===== src/design/tgarle_pkg.sv =====
// Shared types and constants for the run-length TGA pixel decoder.
// Holds the decoder phase, error codes and the result word layout.
// No dependencies.
package tgarle_pkg;

	localparam int unsigned SPEC_BYTES = 6;
	localparam logic [7:0] DEPTH_RGB  = 8'd24;
	localparam logic [7:0] DEPTH_RGBA = 8'd32;
	localparam logic [7:0] RUN_FLAG   = 8'd128;
	localparam logic [7:0] RUN_BIAS   = 8'd127;

	typedef enum logic [1:0] {
		PH_SPEC,
		PH_PKT,
		PH_PIX,
		PH_HALT
	} phase_t;

	typedef enum logic [1:0] {
		ERR_NONE      = 2'd0,
		ERR_SPEC      = 2'd1,
		ERR_OVERSHOOT = 2'd2
	} err_code_t;

	typedef struct packed {
		logic [7:0]  red;
		logic [7:0]  green;
		logic [7:0]  blue;
		logic [7:0]  alpha;
		logic [7:0]  run_length;
		logic [31:0] first_pixel_index;
		logic [15:0] image_width;
		logic [15:0] image_height;
		logic        is_rgba;
		logic        image_done;
		err_code_t   error_code;
	} result_t;

	// Handshake between the input stage and the output register.
	typedef struct packed {
		logic fire;
	} flow_t;

endpackage


===== src/design/tgarle_in_stage.sv =====
// Input register of the TGA decoder: captures one stream word per cycle while not stalled.
// Depends on tgarle_pkg for the flow control struct.
module tgarle_in_stage (
	input  logic               clk,
	input  logic               arst_n,
	input  logic               in_valid,
	output logic               in_stall,
	input  logic [7:0]         in_byte,
	input  logic               frame_start,
	input  logic               advance,
	output tgarle_pkg::flow_t  flow,
	output logic [7:0]         byte_s1,
	output logic               start_s1
);
	import tgarle_pkg::*;

	logic valid_s1;
	logic load;

	assign in_stall     = valid_s1 && !advance;
	assign load         = in_valid && !in_stall;
	assign flow.fire    = valid_s1 && advance;

	always_ff @(posedge clk or negedge arst_n) begin
		if (!arst_n) begin
			valid_s1 <= 1'b0;
		end else if (load) begin
			valid_s1 <= 1'b1;
		end else if (advance) begin
			valid_s1 <= 1'b0;
		end
	end

	always_ff @(posedge clk) begin
		if (load) begin
			byte_s1  <= in_byte;
			start_s1 <= frame_start;
		end
	end

endmodule


===== src/design/tgarle_decode.sv =====
// Decoder state and per-word logic: spec parsing, packet headers,
// pixel assembly and the pixel count check. Depends on tgarle_pkg.
module tgarle_decode (
	input  logic                clk,
	input  logic                arst_n,
	input  tgarle_pkg::flow_t   flow,
	input  logic [7:0]          byte_s1,
	input  logic                start_s1,
	output logic                res_valid,
	output tgarle_pkg::result_t res
);
	import tgarle_pkg::*;

	phase_t      phase_q, phase_d;
	logic [2:0]  spec_idx_q, spec_idx_d;
	logic [15:0] width_q, width_d;
	logic [15:0] height_q, height_d;
	logic        rgba_q, rgba_d;
	logic        depth_ok_q, depth_ok_d;
	logic [31:0] total_q, total_d;
	logic [31:0] done_cnt_q, done_cnt_d;
	logic        is_run_q, is_run_d;
	logic [7:0]  remain_q, remain_d;
	logic [1:0]  col_idx_q, col_idx_d;
	logic [7:0]  hold_b_q, hold_b_d;
	logic [7:0]  hold_g_q, hold_g_d;
	logic [7:0]  hold_r_q, hold_r_d;

	phase_t      phase_eff;
	logic [2:0]  spec_idx_eff;
	logic [1:0]  last_idx;
	logic [7:0]  count;
	logic [32:0] end_cnt;
	logic        overshoot;
	logic [7:0]  remain_dec;
	logic [31:0] product;

	assign product = 32'(width_q) * 32'(height_q);

	always_comb begin
		// A frame start word behaves as if the decoder had just come out of reset.
		phase_eff    = start_s1 ? PH_SPEC : phase_q;
		spec_idx_eff = start_s1 ? 3'd0 : spec_idx_q;
		last_idx     = rgba_q ? 2'd3 : 2'd2;
		count        = is_run_q ? remain_q : 8'd1;
		end_cnt      = {1'b0, done_cnt_q} + 33'(count);
		overshoot    = end_cnt > {1'b0, total_q};
		remain_dec   = remain_q - 8'd1;

		phase_d    = phase_eff;
		spec_idx_d = spec_idx_eff;
		width_d    = width_q;
		height_d   = height_q;
		rgba_d     = rgba_q;
		depth_ok_d = depth_ok_q;
		total_d    = total_q;
		done_cnt_d = done_cnt_q;
		is_run_d   = is_run_q;
		remain_d   = remain_q;
		col_idx_d  = col_idx_q;
		hold_b_d   = hold_b_q;
		hold_g_d   = hold_g_q;
		hold_r_d   = hold_r_q;

		res_valid             = 1'b0;
		res.red               = 8'd0;
		res.green             = 8'd0;
		res.blue              = 8'd0;
		res.alpha             = 8'd0;
		res.run_length        = 8'd0;
		res.first_pixel_index = done_cnt_q;
		res.image_width       = width_q;
		res.image_height      = height_q;
		res.is_rgba           = rgba_q;
		res.image_done        = 1'b0;
		res.error_code        = ERR_NONE;

		case (phase_eff)
			PH_SPEC: begin
				case (spec_idx_eff)
					3'd0: width_d[7:0]   = byte_s1;
					3'd1: width_d[15:8]  = byte_s1;
					3'd2: height_d[7:0]  = byte_s1;
					3'd3: height_d[15:8] = byte_s1;
					3'd4: begin
						depth_ok_d = (byte_s1 == DEPTH_RGB) || (byte_s1 == DEPTH_RGBA);
						rgba_d     = byte_s1 == DEPTH_RGBA;
					end
					default: ;
				endcase
				if (spec_idx_eff < 3'(SPEC_BYTES - 1)) begin
					spec_idx_d = spec_idx_eff + 3'd1;
				end else begin
					spec_idx_d = 3'd0;
					if (width_q == 16'd0 || height_q == 16'd0 || !depth_ok_q) begin
						phase_d               = PH_HALT;
						res_valid             = 1'b1;
						res.first_pixel_index = 32'd0;
						res.image_done        = 1'b1;
						res.error_code        = ERR_SPEC;
					end else begin
						total_d    = product;
						done_cnt_d = 32'd0;
						phase_d    = PH_PKT;
					end
				end
			end
			PH_PKT: begin
				if (byte_s1 < RUN_FLAG) begin
					is_run_d = 1'b0;
					remain_d = byte_s1 + 8'd1;
				end else begin
					is_run_d = 1'b1;
					remain_d = byte_s1 - RUN_BIAS;
				end
				col_idx_d = 2'd0;
				phase_d   = PH_PIX;
			end
			PH_PIX: begin
				case (col_idx_q)
					2'd0: hold_b_d = byte_s1;
					2'd1: hold_g_d = byte_s1;
					2'd2: hold_r_d = byte_s1;
					default: ;
				endcase
				if (col_idx_q != last_idx) begin
					col_idx_d = col_idx_q + 2'd1;
				end else begin
					col_idx_d      = 2'd0;
					res_valid      = 1'b1;
					if (overshoot) begin
						phase_d        = PH_HALT;
						res.image_done = 1'b1;
						res.error_code = ERR_OVERSHOOT;
					end else begin
						done_cnt_d     = end_cnt[31:0];
						res.blue       = hold_b_q;
						res.green      = hold_g_q;
						res.red        = (col_idx_q == 2'd2) ? byte_s1 : hold_r_q;
						res.alpha      = rgba_q ? byte_s1 : 8'd0;
						res.run_length = count;
						if (is_run_q) begin
							remain_d = 8'd0;
						end else begin
							remain_d = remain_dec;
						end
						if (is_run_q || remain_dec == 8'd0) begin
							if (end_cnt[31:0] == total_q) begin
								res.image_done = 1'b1;
								phase_d        = PH_HALT;
							end else begin
								phase_d = PH_PKT;
							end
						end
					end
				end
			end
			default: ;
		endcase

		if (!flow.fire) begin
			res_valid = 1'b0;
		end
	end

	always_ff @(posedge clk or negedge arst_n) begin
		if (!arst_n) begin
			phase_q    <= PH_SPEC;
			spec_idx_q <= 3'd0;
			width_q    <= 16'd0;
			height_q   <= 16'd0;
			rgba_q     <= 1'b0;
			depth_ok_q <= 1'b0;
			total_q    <= 32'd0;
			done_cnt_q <= 32'd0;
			is_run_q   <= 1'b0;
			remain_q   <= 8'd0;
			col_idx_q  <= 2'd0;
		end else if (flow.fire) begin
			phase_q    <= phase_d;
			spec_idx_q <= spec_idx_d;
			width_q    <= width_d;
			height_q   <= height_d;
			rgba_q     <= rgba_d;
			depth_ok_q <= depth_ok_d;
			total_q    <= total_d;
			done_cnt_q <= done_cnt_d;
			is_run_q   <= is_run_d;
			remain_q   <= remain_d;
			col_idx_q  <= col_idx_d;
		end
	end

	always_ff @(posedge clk) begin
		if (flow.fire) begin
			hold_b_q <= hold_b_d;
			hold_g_q <= hold_g_d;
			hold_r_q <= hold_r_d;
		end
	end

endmodule


===== src/design/tgarle_out_reg.sv =====
// Result register of the TGA decoder, holding one word for the output channel.
// Depends on tgarle_pkg for the result layout.
module tgarle_out_reg (
	input  logic                clk,
	input  logic                arst_n,
	input  tgarle_pkg::flow_t   flow,
	input  logic                res_valid,
	input  tgarle_pkg::result_t res,
	output logic                advance,
	output logic                out_valid,
	input  logic                out_stall,
	output tgarle_pkg::result_t res_q
);
	import tgarle_pkg::*;

	logic valid_q;

	assign advance   = !valid_q || !out_stall;
	assign out_valid = valid_q;

	always_ff @(posedge clk or negedge arst_n) begin
		if (!arst_n) begin
			valid_q <= 1'b0;
		end else if (flow.fire && res_valid) begin
			valid_q <= 1'b1;
		end else if (!out_stall) begin
			valid_q <= 1'b0;
		end
	end

	always_ff @(posedge clk) begin
		if (flow.fire && res_valid) begin
			res_q <= res;
		end
	end

endmodule


===== src/design/tga_rle_pixel_decoder_core.sv =====
// Top level of the run-length TGA pixel decoder.
// Depends on tgarle_pkg, tgarle_in_stage, tgarle_decode and tgarle_out_reg.
//
// The decoder takes one byte of a run-length coded TGA stream per clock cycle when
// not stalled and gives at most one result word per byte: a literal pixel with run
// length one, or a whole run with its pixel and count, so a downstream writer does
// the expansion. A byte passes the input register, and its result is then written
// into the output register; the throughput is one byte per cycle while the output
// is not stalled, since each byte only updates small counters and registers in a
// single pass through the decode logic. A stalled output register still lets one
// further byte into the input register. Errors (bad spec or too many pixels) end the
// image with image_done set; later bytes are dropped until one has frame_start set.
module tga_rle_pixel_decoder_core (
	input  logic        clk,
	input  logic        arst_n,
	input  logic        in_valid,
	output logic        in_stall,
	input  logic [7:0]  in_byte,
	input  logic        frame_start,
	output logic        out_valid,
	input  logic        out_stall,
	output logic [7:0]  red,
	output logic [7:0]  green,
	output logic [7:0]  blue,
	output logic [7:0]  alpha,
	output logic [7:0]  run_length,
	output logic [31:0] first_pixel_index,
	output logic [15:0] image_width,
	output logic [15:0] image_height,
	output logic        is_rgba,
	output logic        image_done,
	output logic [1:0]  error_code
);
	import tgarle_pkg::*;

	flow_t      flow;
	logic       advance;
	logic [7:0] byte_s1;
	logic       start_s1;
	logic       res_valid;
	result_t    res;
	result_t    res_q;

	tgarle_in_stage u_in_stage (
		.clk        (clk),
		.arst_n     (arst_n),
		.in_valid   (in_valid),
		.in_stall   (in_stall),
		.in_byte    (in_byte),
		.frame_start(frame_start),
		.advance    (advance),
		.flow       (flow),
		.byte_s1    (byte_s1),
		.start_s1   (start_s1)
	);

	tgarle_decode u_decode (
		.clk      (clk),
		.arst_n   (arst_n),
		.flow     (flow),
		.byte_s1  (byte_s1),
		.start_s1 (start_s1),
		.res_valid(res_valid),
		.res      (res)
	);

	tgarle_out_reg u_out_reg (
		.clk      (clk),
		.arst_n   (arst_n),
		.flow     (flow),
		.res_valid(res_valid),
		.res      (res),
		.advance  (advance),
		.out_valid(out_valid),
		.out_stall(out_stall),
		.res_q    (res_q)
	);

	assign red               = res_q.red;
	assign green             = res_q.green;
	assign blue              = res_q.blue;
	assign alpha             = res_q.alpha;
	assign run_length        = res_q.run_length;
	assign first_pixel_index = res_q.first_pixel_index;
	assign image_width       = res_q.image_width;
	assign image_height      = res_q.image_height;
	assign is_rgba           = res_q.is_rgba;
	assign image_done        = res_q.image_done;
	assign error_code        = res_q.error_code;

	// Any error word closes the image.
	a_err_done: assert property (@(posedge clk) disable iff (!arst_n)
		out_valid && (res_q.error_code != ERR_NONE) |-> res_q.image_done)
		else $error("error word without image_done");

	// A good pixel word always covers at least one pixel.
	a_run_nonzero: assert property (@(posedge clk) disable iff (!arst_n)
		out_valid && (res_q.error_code == ERR_NONE) |-> (res_q.run_length != 8'd0))
		else $error("pixel word with zero run length");

	// The input side only stalls while the input register holds a word that cannot move.
	a_stall_cause: assert property (@(posedge clk) disable iff (!arst_n)
		in_stall |-> (out_valid && out_stall))
		else $error("input stalled with a free output register");

	// A result is only produced from a word that moved out of the input register.
	a_res_from_fire: assert property (@(posedge clk) disable iff (!arst_n)
		res_valid |-> flow.fire)
		else $error("result raised without an advancing word");

endmodule

===== config.mk =====
export PLATFORM = sky130hd
export DESIGN_NAME = tga_rle_pixel_decoder_core
export DESIGN_NICKNAME = d
export VERILOG_FILES = /design/src/design/tgarle_pkg.sv /design/src/design/tgarle_in_stage.sv /design/src/design/tgarle_decode.sv /design/src/design/tgarle_out_reg.sv /design/src/design/tga_rle_pixel_decoder_core.sv
export SDC_FILE = /design/constraint.sdc
export NUM_CORES = 1
export LEC_CHECK = 0
export BUFFER_PORTS_ARGS = -buffer_cell sky130_fd_sc_hd__buf_2
export CELL_PAD_IN_SITES_DETAIL_PLACEMENT = 2
export CELL_PAD_IN_SITES_GLOBAL_PLACEMENT = 2
export CORE_MARGIN = 10
export CORE_UTILIZATION = 41
export DETAILED_ROUTE_END_ITERATION = 6
export GPL_ROUTABILITY_DRIVEN = 0
export PLACE_DENSITY_LB_ADDON = 0.1
export SYNTH_ARGS = -nofsm -noshare
export SYNTH_HDL_FRONTEND = slang
export SYNTH_SLANG_ARGS = --single-unit

===== constraint.sdc =====
create_clock -name clk -period 10.86 [get_ports clk]
set_input_delay 2.172 -clock clk [delete_from_list [all_inputs] [get_ports clk]]
set_output_delay 2.172 -clock clk [all_outputs]
set_load 0.1 [all_outputs]

; Word level (Yosys, flattened, before mapping)
; Index checks and enable logic that the tools add are counted.
[op_classes]
eq_ne = 17
bitwise_logic = 4
n_mul = 1
n_mux = 47
n_lt_le_gt_ge = 3
n_reduce_logical = 38
add_sub_neg = 6
[op_table]
columns = cell, count
row1 = $mux W32, 7
row2 = $pmux W32 S2, 1
row3 = $mux W8, 6
row4 = $add A32 B8 Y33, 1
row5 = $gt A33 B32 Y1, 1
row6 = $eq A32 B32 Y1, 1
row7 = $logic_not A16 Y1, 2
row8 = $mul A16 B16 Y32, 1
row9 = $reduce_and A3 Y1, 7
row10 = $mux W2, 9
row11 = $mux W3, 6
row12 = $pmux W8 S2, 1
row13 = $mux W1, 13
row14 = $add A8 B1 Y8 const B, 1
row15 = $eq A8 B5 Y1 const B, 1
row16 = $eq A8 B6 Y1 const B, 1
row17 = $logic_not A8 Y1, 1
row18 = $lt A8 B8 Y1 const B, 1
row19 = $ne A2 B2 Y1 const B, 4
row20 = $reduce_and A4 Y1, 2
row21 = $sub A8 B1 Y8 const B, 1
row22 = $sub A8 B7 Y8 const B, 1
row23 = $eq A3 B2 Y1 const B, 2
row24 = $pmux W2 S3, 1
row25 = 23 further kinds, 44
[totals]
register_bits = 257
in_bits = 13
word_cells = 147

; Longest topological paths before layout
; Gate-level depths: netlist of run 1.
[logic_depth]
word_depth = 9
mapped_depth = 24
ltp_nobuf = 22

; Cells and area by module
; Synthesis of run 1 repeated with hierarchy kept, for this count alone.
[unflattened]
cells_unflattened = 2029
area_unflattened_um2 = 20691.1
[by_module_without_submodules]
columns = mod, seq_area_each_um2, instances, area_per_inst_um2, cells_per_inst
row1 = tgarle_decode, 3573.4, 1, 17068.9, 1902
row2 = tgarle_out_reg, 3268.1, 1, 3288.2, 112
row3 = tgarle_in_stage, 295.3, 1, 334.1, 15

; Worst setup path after synthesis of run 1
; OpenSTA, ideal clock, no wires.
[synth_timing]
kind = input port to flip-flop
start = input port out_stall
end = register u_out_reg.res_q[0] (netlist name)
setup_time_ns = 0.708
arrival_time_ns = 9.710
setup_slack_ns = 0.442
path_stages = 3
required_ns = 10.152
path_cell_list = nand2_1 > nand2_1 > nor3_1
[synth_via]
elab_chain_len = 5
[synth_rtl]
columns = item, line
row1 = from (decl), tga_rle_pixel_decoder_core.sv:21  ; input logic out_stall,
row2 = $logic_not A1 Y1 (*), tgarle_out_reg.sv:18  ; assign advance = !valid_q || !out_stall;
row3 = $logic_or A1 B1 Y1 (*), tgarle_out_reg.sv:18
row4 = $logic_and A1 B1 Y1 (*), tgarle_in_stage.sv:22  ; assign flow.fire = valid_s1 && advance;
row5 = $mux W1, tgarle_decode.sv:161  ; if (!flow.fire) begin
row6 = $logic_and A1 B1 Y1 (*), tgarle_out_reg.sv:32  ; if (flow.fire && res_valid) begin
; Mark *: on every way between the ends. The rest lies on a longest branch, timed or not.
; A chain may end at the register's enable or synchronous reset.

; Worst setup path after layout of run 1
[layout_timing]
start = register u_decode.width_q[13]
end = register u_decode.total_q[29]
[layout_via]
elab_chain_len = 5
word_cells_on_any_way = 6
cone_classes = mul (1) / bitwise (1) / reduce/logical (4)
[layout_rtl]
columns = item, line
row1 = from (decl), tgarle_decode.sv:16  ; logic [15:0] width_q, width_d;
row2 = from (signal assigned), tgarle_decode.sv:182  ; width_q <= width_d;
row3 = "parallel branches: the longest is 5 deep, another holds $mul A16 B16 Y32", -
row4 = to (signal assigned), tgarle_decode.sv:186  ; total_q <= total_d;
row5 = to (decl), tgarle_decode.sv:20  ; logic [31:0] total_q, total_d;
; Parallel ways; which one is timed is not known.

==> results.txt, run 1 <==
* Outcome: complete, no violations
* Total congestion overflow: 0
* FFs w/ async S/R, synth: 45.1%
* Die area: 58600 um^2
* Peak per-stage delay on the critical path: 960 ps
- Setup repair after global routing left no endpoint under its margin.
* Synth unique cells: 70
- The setup path with the least slack is of type flip-flop to flip-flop.
* Seq cells post-synth: 257
- Setup violations remaining at the end of the flow were counted as 0.
- Final hold violations: 0
- Required time of the worst setup path: 11320 ps
- Endpoint of the worst-slack reg-to-reg timing path: u_decode.total_q[29]
- Global routing used 20.8% of the available tracks across all layers.
- Largest net degree at the start of global routing: 64
* Starting density of the core: 41.4%
- The worst hold path terminates at u_decode.total_q[17].
- The number of slew-limit violations in the final report was 0.
* Synthesized area per cell: 10.4 um^2
- Number of port buffers: 122
* Cell row count: 81
* Min-Delay Path Class: flip-flop to flip-flop
- Leaving out fill and tap cells, the most frequent cells in the layout are sky130_fd_sc_hd__inv_1, sky130_fd_sc_hd__nand2_1, sky130_fd_sc_hd__fa_1.
- No sink is reached through more buffers than the 3 on the longest clock path.
- Summing all placed instances gives a cell area of 21300 um^2.
- Final clock period utilization by the worst path: 60.7%
* Ys Warns: 0
- Across the run, the number of max-cap violations was 0.
- After the first detailed-routing iteration, the DRC count stood at 710.
* Syn Inst Count: 1948
- Hold buffers post-CTS: 0
- For flop-to-flop paths, the worst setup slack is 4260 ps.
* Clock sinks: 257
* Critical-path maximum fanout: 19
* Element type at the critical path start: flip-flop
- Counting I/O delays and the setup requirement, the final critical path takes 6600 ps.
- Wire length after detailed routing: 60800 um
* Cell chosen for the clock root: sky130_fd_sc_hd__clkbuf_16
- After routing, the total negative slack on setup checks comes to 0 ps.
- The total area inside the core boundary comes to 48800 um^2.
- WL/cell: 22.5 um
- Data arrival time of the critical path: 7050 ps
- TritonCTS Buffers: 29
- The mapped netlist covers 20200 um^2.
- The count of nets left with antenna violations once routing finished came out at 0.
* Layout Cell Area excl Fill: 22300 um^2
- Along the worst hold path, the cell count comes to 2.
- Number of synthesized flops with an enable pin: 141
- Most Frequent Cell on Critical Path: sky130_fd_sc_hd__fa_1
* Ratio of cells with drive above 1 in the final layout: 11.6%
- For the final database, setup skew stands at 39.0 ps.
- Detailed placement finished with a half-perimeter wire length of 46200 um.
- Worst R2R Path Depth: 19
* Max Clock Freq: 0.152 GHz
- CTS tree: yes
- STA classifies the critical path endpoint as a flip-flop.
* Seq/Total Area, Yosys: 35.3%
* Via count: 14400
* Ordered cell list for the critical path: nand2_1 -> fa_1 -> fa_1 -> inv_1 -> fa_1 -> fa_1 -> fa_1 -> inv_1 -> fa_1 -> inv_1 -> ha_1 -> a21oi_1 -> o21ai_0 -> a221oi_1 -> o21ai_1 -> a41o_1 -> o31ai_2 -> xor2_1 -> o21ai_0
- 123 I/O pins were placed.
* Transition at the pin with the smallest max-transition slack: 989 ps
* Wire length of the first global-routing pass: 96500 um
- In the post-route analysis, the smallest setup slack over all paths is 4260 ps.
* Initial antenna violation count: 0
* Nets in the synthesized netlist: 2316
- Clock-pin slew on the worst setup and hold paths: 70 ps
- The worst pin sits at a relative slew slack of 34.1%.
- In this run the number of H-tree levels came out at 1.
* Antenna diode count: 0
- In this run the horizontal extent of the chip is 242 um.
- In this run the critical register-to-register path is launched from u_decode.width_q[13].
* Total setup buffers inserted after CTS: 0
* Chip Height: 242 um
* Post-cts gate resize count: 0
- NumNets Final: 2390
* Synthesis-to-finish area growth: 10.3%
* DR pass1 iterations: 5
- The number of global-route vias before repair was 16500.
* Commonest register cell after synthesis: sky130_fd_sc_hd__edfxtp_1
- Using the TritonRoute via totals, the vias-per-cell ratio works out to 5.31.
- Pre-CTS setup slack: 4210 ps
* Layout fillers: 5195
- Leading cell type in the layout, fill and taps excluded: sky130_fd_sc_hd__inv_1
* Min-Delay Startpoint: u_decode.total_q[17]
* Latest clock arrival within the worst-skew pair: 600 ps
- After detailed routing, the number of remaining DRC violations is 0.
- Slowest CP cell: sky130_fd_sc_hd__dfrtp_1
==> routing by layer <==
| layer | wire, um | vias to the layer above | part of all wire, % | GRT usage, % |
|---|---|---|---|---|
| li1 | - | 6516 | - | - |
| met1 | 24900 | 7584 | 41 | 24.6 |
| met2 | 32500 | 191 | 53 | 38.5 |
| met3 | 1370 | 95 | 2.2 | 1.91 |
| met4 | 2100 | 0 | 3.4 | 7.38 |
| met5 | 0 | - | 0 | 0 |
==> cells by family (layout without fill, tap and decap cells) <==
family,after synthesis,count (layout),share of synthesized area (%)
mux,35,35,1.94
buf+inv,373,470,7.20
flops,257,257,35.3
simple gates,617,617,15.7
compound gates,247,247,7.91
xor+xnor,64,64,2.77
fa+ha+maj,355,355,29.2
==> through the flow <==
stage	util [%]	std cells	hold slack (ps)
after global placement	43.7	2655	464
final	45.7	2709	480
after global routing	45.7	2709	510
after floorplan	-	1948	423
after detailed placement	43.7	2655	469
after CTS	45.7	2709	483
==> area by class of cell <==
class                   instances  area (um^2)  area share [%]
inverters                     286         1070            4.81
multi-input cells            1318        11600            52.2
repair buffers                130          673            3.02
clock inverters                16          198           0.886
flip-flops and latches        257         7140            32.0
clock buffers                  38          759            3.41
well taps                     664          831            3.73
==> worst max-delay path, delay by kind of cell (launching register included) <==
kind | cells | cell delay (ps)
XOR/XNOR | 1 | 160
AO/OA/AOI/OAI | 7 | 1570
buffers and inverters | 3 | 150
adder cells (fa/ha/maj) | 7 | 3390
flip-flops | 1 | 960
AND/OR/NAND/NOR | 1 | 220
==> how the worst max path moves through the flow <==
| stage | start | to | slack (ps) | cells past startpoint |
|---|---|---|---|---|
| 2_1_floorplan | out_stall | u_out_reg.res_q[0] | 440 | 3 |
| 3_5_place_dp | u_decode.width_q[10] | u_decode.total_q[29] | 4210 | 19 |
| 3_3_place_gp | u_decode.height_q[8] | u_decode.total_q[29] | 4300 | 19 |
| 4_1_cts | u_decode.width_q[10] | u_decode.total_q[29] | 4210 | 19 |
| 6_report | u_decode.width_q[13] | u_decode.total_q[29] | 4260 | 19 |
| 5_1_grt | u_decode.width_q[10] | u_decode.total_q[29] | 3790 | 19 |
==> synthesized netlist by cell type (all sizes together) (2+ instances only) <==
master   number  area, um^2
clkbuf       76         285
buf          11        96.3
o21bai        6        45.0
dfrtp       116        2900
or3          11        68.8
o21ai        93         488
and3         27         179
mux2         34         383
nand2       235         887
nand3        34         175
o211ai       10        75.1
a41oi         2        17.5
and4          5        51.3
edfxtp      141        4230
nand4        18         113
o31ai        15         118
a211oi        7        62.6
fa          195        3900
nor2b        25         156
ha          160        2000
a21oi        54         285
a21o         16         120
nor2         55         206
o21a          7        52.6
a31oi         4        46.3
a41o          3        30.0
a22o         13         114
xor2         20         175
a311oi        2        17.5
nor4         16         130
nor3         15        86.3
nand2b       13        81.3
o22ai         4        25.0
and2        157         985
a2bb2oi       2        17.5
inv         286        1070
o221ai        2        17.5
xnor2        44         385
==> registers in the layout, indices dropped and copies added, names as in the netlist, 2 cells and up <==
register,flops
u_decode.width_q,16
u_decode.phase_q,2
u_decode.height_q,16
u_decode.col_idx_q,2
u_decode.remain_q,8
u_decode.spec_idx_q,3
u_decode.hold_b_q,8
u_decode.hold_r_q,8
u_out_reg.res_q,108
u_in_stage.byte_s1,8
u_decode.done_cnt_q,32
u_decode.total_q,32
u_decode.hold_g_q,8
Power of run 1 is left out: the tool's default activity adds up to more than one toggle a clock period on the data nets, which glitch-free logic cannot reach.
==> run 2, diff against run 1 <==
- clock period: 10.86 -> 6.7 ns (I/O delays scaled with it)
==> run 2 against run 1 <==
Net effect:
- first-iteration DRC count is 14% lower
- setup slack got worse by 4000 ps
- hold slack gained 7.2 ps
- sequential share of layout area down 0.43 points
- core utilization rose by 0.74 points
- die area unchanged
- routed wire length increased by 3.6%
- clock-buffer cell count increased by 2
- register-to-register slack worse by 4000 ps
==> results.txt, run 2 (synthesis gave the netlist of run 1 again) <==
- Outcome: complete, no violations
- Wire length after detailed routing: 63100 um (+3.6%)
* Required time of the worst setup path: 7130 ps (-4190 ps)
- The critical path starts at u_decode.height_q[9].
- The placeable core region was 48800 um^2 (unchanged).
* Max-cap violations: 0 (unchanged)
- The initial cell density of the core is 41.4% (unchanged).
- The initial antenna violation count came to 0 (unchanged).
* Worst R2R Path Depth: 21 (+2)
* Chip Height: 242 um (unchanged)
- Worst-case clock skew: 40.3 ps (+1.30 ps)
* RSZ-0062 raised after global routing: no
* CTS tree: yes
- Top library cells by usage in the layout, fill and taps aside: sky130_fd_sc_hd__inv_1, sky130_fd_sc_hd__nand2_1, sky130_fd_sc_hd__fa_1
- Final worst slack: 309 ps (-3960 ps)
* Setup CP Type: flip-flop to flip-flop
- The maximum frequency from static timing analysis is 0.156 GHz (+3.2%).
- DR iter-0 viols: 614 (-14%)
* Internal reg-to-reg setup slack: 310 ps (-3960 ps)
* Die area: 58600 um^2 (unchanged)
- The final setup TNS is 0 ps (unchanged).
* Synthesis-to-finish area growth: 12.1%
- Latest clock arrival within the worst-skew pair: 600 ps (about the same)
* Rel. slew slack: 37.3% (+3.2 points)
- The maximum number of buffers from clock root to sink came to 3 (unchanged).
- The period utilization is 95.4% (+35 points).
* Max reg flops: 108 (unchanged)
* Via count: 14500 (+1.1%)
- The standard-cell row count is 81 (unchanged).
- Number of standard cells in the final layout excluding fillers: 2746 (+1.4%)
- The count of H-tree levels built during CTS came to 1 (unchanged).
- Number of setup violations in the final report: 0 (unchanged)
* Regs by FF count: u_out_reg.res_q (108), u_decode.done_cnt_q (32), u_decode.total_q (32)
* Clock sinks: 257 (unchanged)
- In this run the critical register-to-register path is launched from u_decode.height_q[9].
* Vias per Instance: 5.30 (-0.28%)
- The post-placement setup slack came to 117 ps (-4090 ps).
* Leading cell type in the layout, fill and taps excluded: sky130_fd_sc_hd__inv_1
- DR pass1 iterations: 5 (unchanged)
- The combined global-route utilization of all metal layers is 21.6% (+0.81 points).
- Transition at the pin with the smallest max-transition slack: 940 ps (-48.7 ps)
- Endpoint of the worst-slack reg-to-reg timing path: u_decode.total_q[29]
- The number of buffers inserted for hold repair after clock tree synthesis was 0 (unchanged).
* Final hold violations: 0 (unchanged)
- Register ranked first by flip-flop count: u_out_reg.res_q
- Clock tree synthesis selected as its root buffer the cell sky130_fd_sc_hd__clkbuf_16.
- STA classifies the critical path startpoint as a flip-flop.
- The total global routing overflow is 0 (unchanged).
- The wire length of the first global-routing pass came to 100000 um (+4.2%).
* Number of top-level design ports: 123 (unchanged)
- Clock-pin slew on the worst setup and hold paths: 70 ps (about the same)
- Number of port buffers: 122 (unchanged)
- Following the worst setup path forward leads to its endpoint at u_decode.total_q[29].
* Ratio of cells with drive above 1 in the final layout: 13.9% (+2.3 points)
- The final antenna-violating net count was 0 (unchanged).
- Number of design rule violations left after detail routing: 0 (unchanged)
* Critical-path maximum fanout: 12 (-7)
* Final period demand of the worst path: 6390 ps (-205 ps)
- Total setup buffers inserted after CTS: 0 (unchanged)
- Vias in the first global route: 16800 (+1.7%)
* Data arrival time of the critical path: 6820 ps (-230 ps)
* Pins over their slew limit: 0 (unchanged)
- Largest net degree at the start of global routing: 109 (+70%)
- The average wire per cell in the routed design came to 23.0 um (+2.2%).
* NumNets Final: 2423 (+1.4%)
- TritonCTS Buffers: 30 (+3.4%)
- The worst hold margin was 487 ps (+7.17 ps).
* Critical path capture point type: flip-flop
- Chip width: 242 um (unchanged)
* Placed cells: 2687 (+1.2%)
* Min-Delay Path Class: flip-flop to flip-flop
- Final HPWL from detailed placement: 48300 um (+4.5%)
-- run 2: cell count changes in the layout (fill, tap and decap cells not counted), sizes merged --
cell,delta
buf,+32
diode,+3
clkbuf,+2
bufinv,-1
inv,+1
-- run 2: cell type report --
cell class              count  area (um^2)
diodes                      3         7.51
clock buffers              40          838
clock inverters            16          189
fillers                  5189        26200
inverters                 286         1070
multi-input cells        1318        11600
flip-flops and latches    257         7160
well taps                 664          831
repair buffers            162          926
-- run 2: timing repair --
action,in CTS,in global routing
endpoints found under the setup margin,0,12
hold endpoints to repair,0,0
resized for setup,0,16
-- run 2: routing by layer --
layer	global-route usage [%]	share of wire (%)	vias to the layer above
li1	-	-	6575
met1	26.0	41	7684
met2	40.3	54	198
met3	1.96	2.4	84
met4	6.07	2.5	0
met5	0	0	-
-- run 2: worst min-delay path by stage --
stage / end / cells past startpoint / start
2_1_floorplan: u_out_reg.res_q[11] / 0 / u_decode.height_q[7]
3_3_place_gp: u_decode.spec_idx_q[2] / 2 / u_decode.spec_idx_q[2]
3_5_place_dp: u_decode.total_q[10] / 2 / u_decode.total_q[10]
4_1_cts: u_decode.total_q[10] / 2 / u_decode.total_q[10]
5_1_grt: u_decode.total_q[10] / 2 / u_decode.total_q[10]
6_report: u_decode.total_q[10] / 2 / u_decode.total_q[10]
-- run 2: stage by stage --
stage | area [um^2] | utilization [%]
6_report | 22700 | 46.4
5_1_grt | 22700 | 46.4
4_1_cts | 22600 | 46.3
3_5_place_dp | 21600 | 44.2
3_3_place_gp | 21600 | 44.2
2_1_floorplan | 20200 | -
-- run 2: worst max-delay path: stages (launching register included) --
cell	delay, ps
sky130_fd_sc_hd__dfrtp_1	750
sky130_fd_sc_hd__nand2_1	160
sky130_fd_sc_hd__fa_1	510
sky130_fd_sc_hd__inv_1	60
sky130_fd_sc_hd__fa_1	520
sky130_fd_sc_hd__inv_1	60
sky130_fd_sc_hd__fa_1	600
sky130_fd_sc_hd__inv_1	70
sky130_fd_sc_hd__fa_1	470
sky130_fd_sc_hd__fa_1	500
sky130_fd_sc_hd__inv_1	50
sky130_fd_sc_hd__fa_1	480
sky130_fd_sc_hd__inv_1	40
sky130_fd_sc_hd__ha_1	320
sky130_fd_sc_hd__a21oi_1	160
sky130_fd_sc_hd__o21ai_0	160
sky130_fd_sc_hd__a221oi_1	320
sky130_fd_sc_hd__o21ai_1	170
sky130_fd_sc_hd__a41o_1	310
sky130_fd_sc_hd__o31ai_2	220
sky130_fd_sc_hd__xor2_1	180
sky130_fd_sc_hd__o21ai_0	90
Power of run 2 is left out for the same reason.
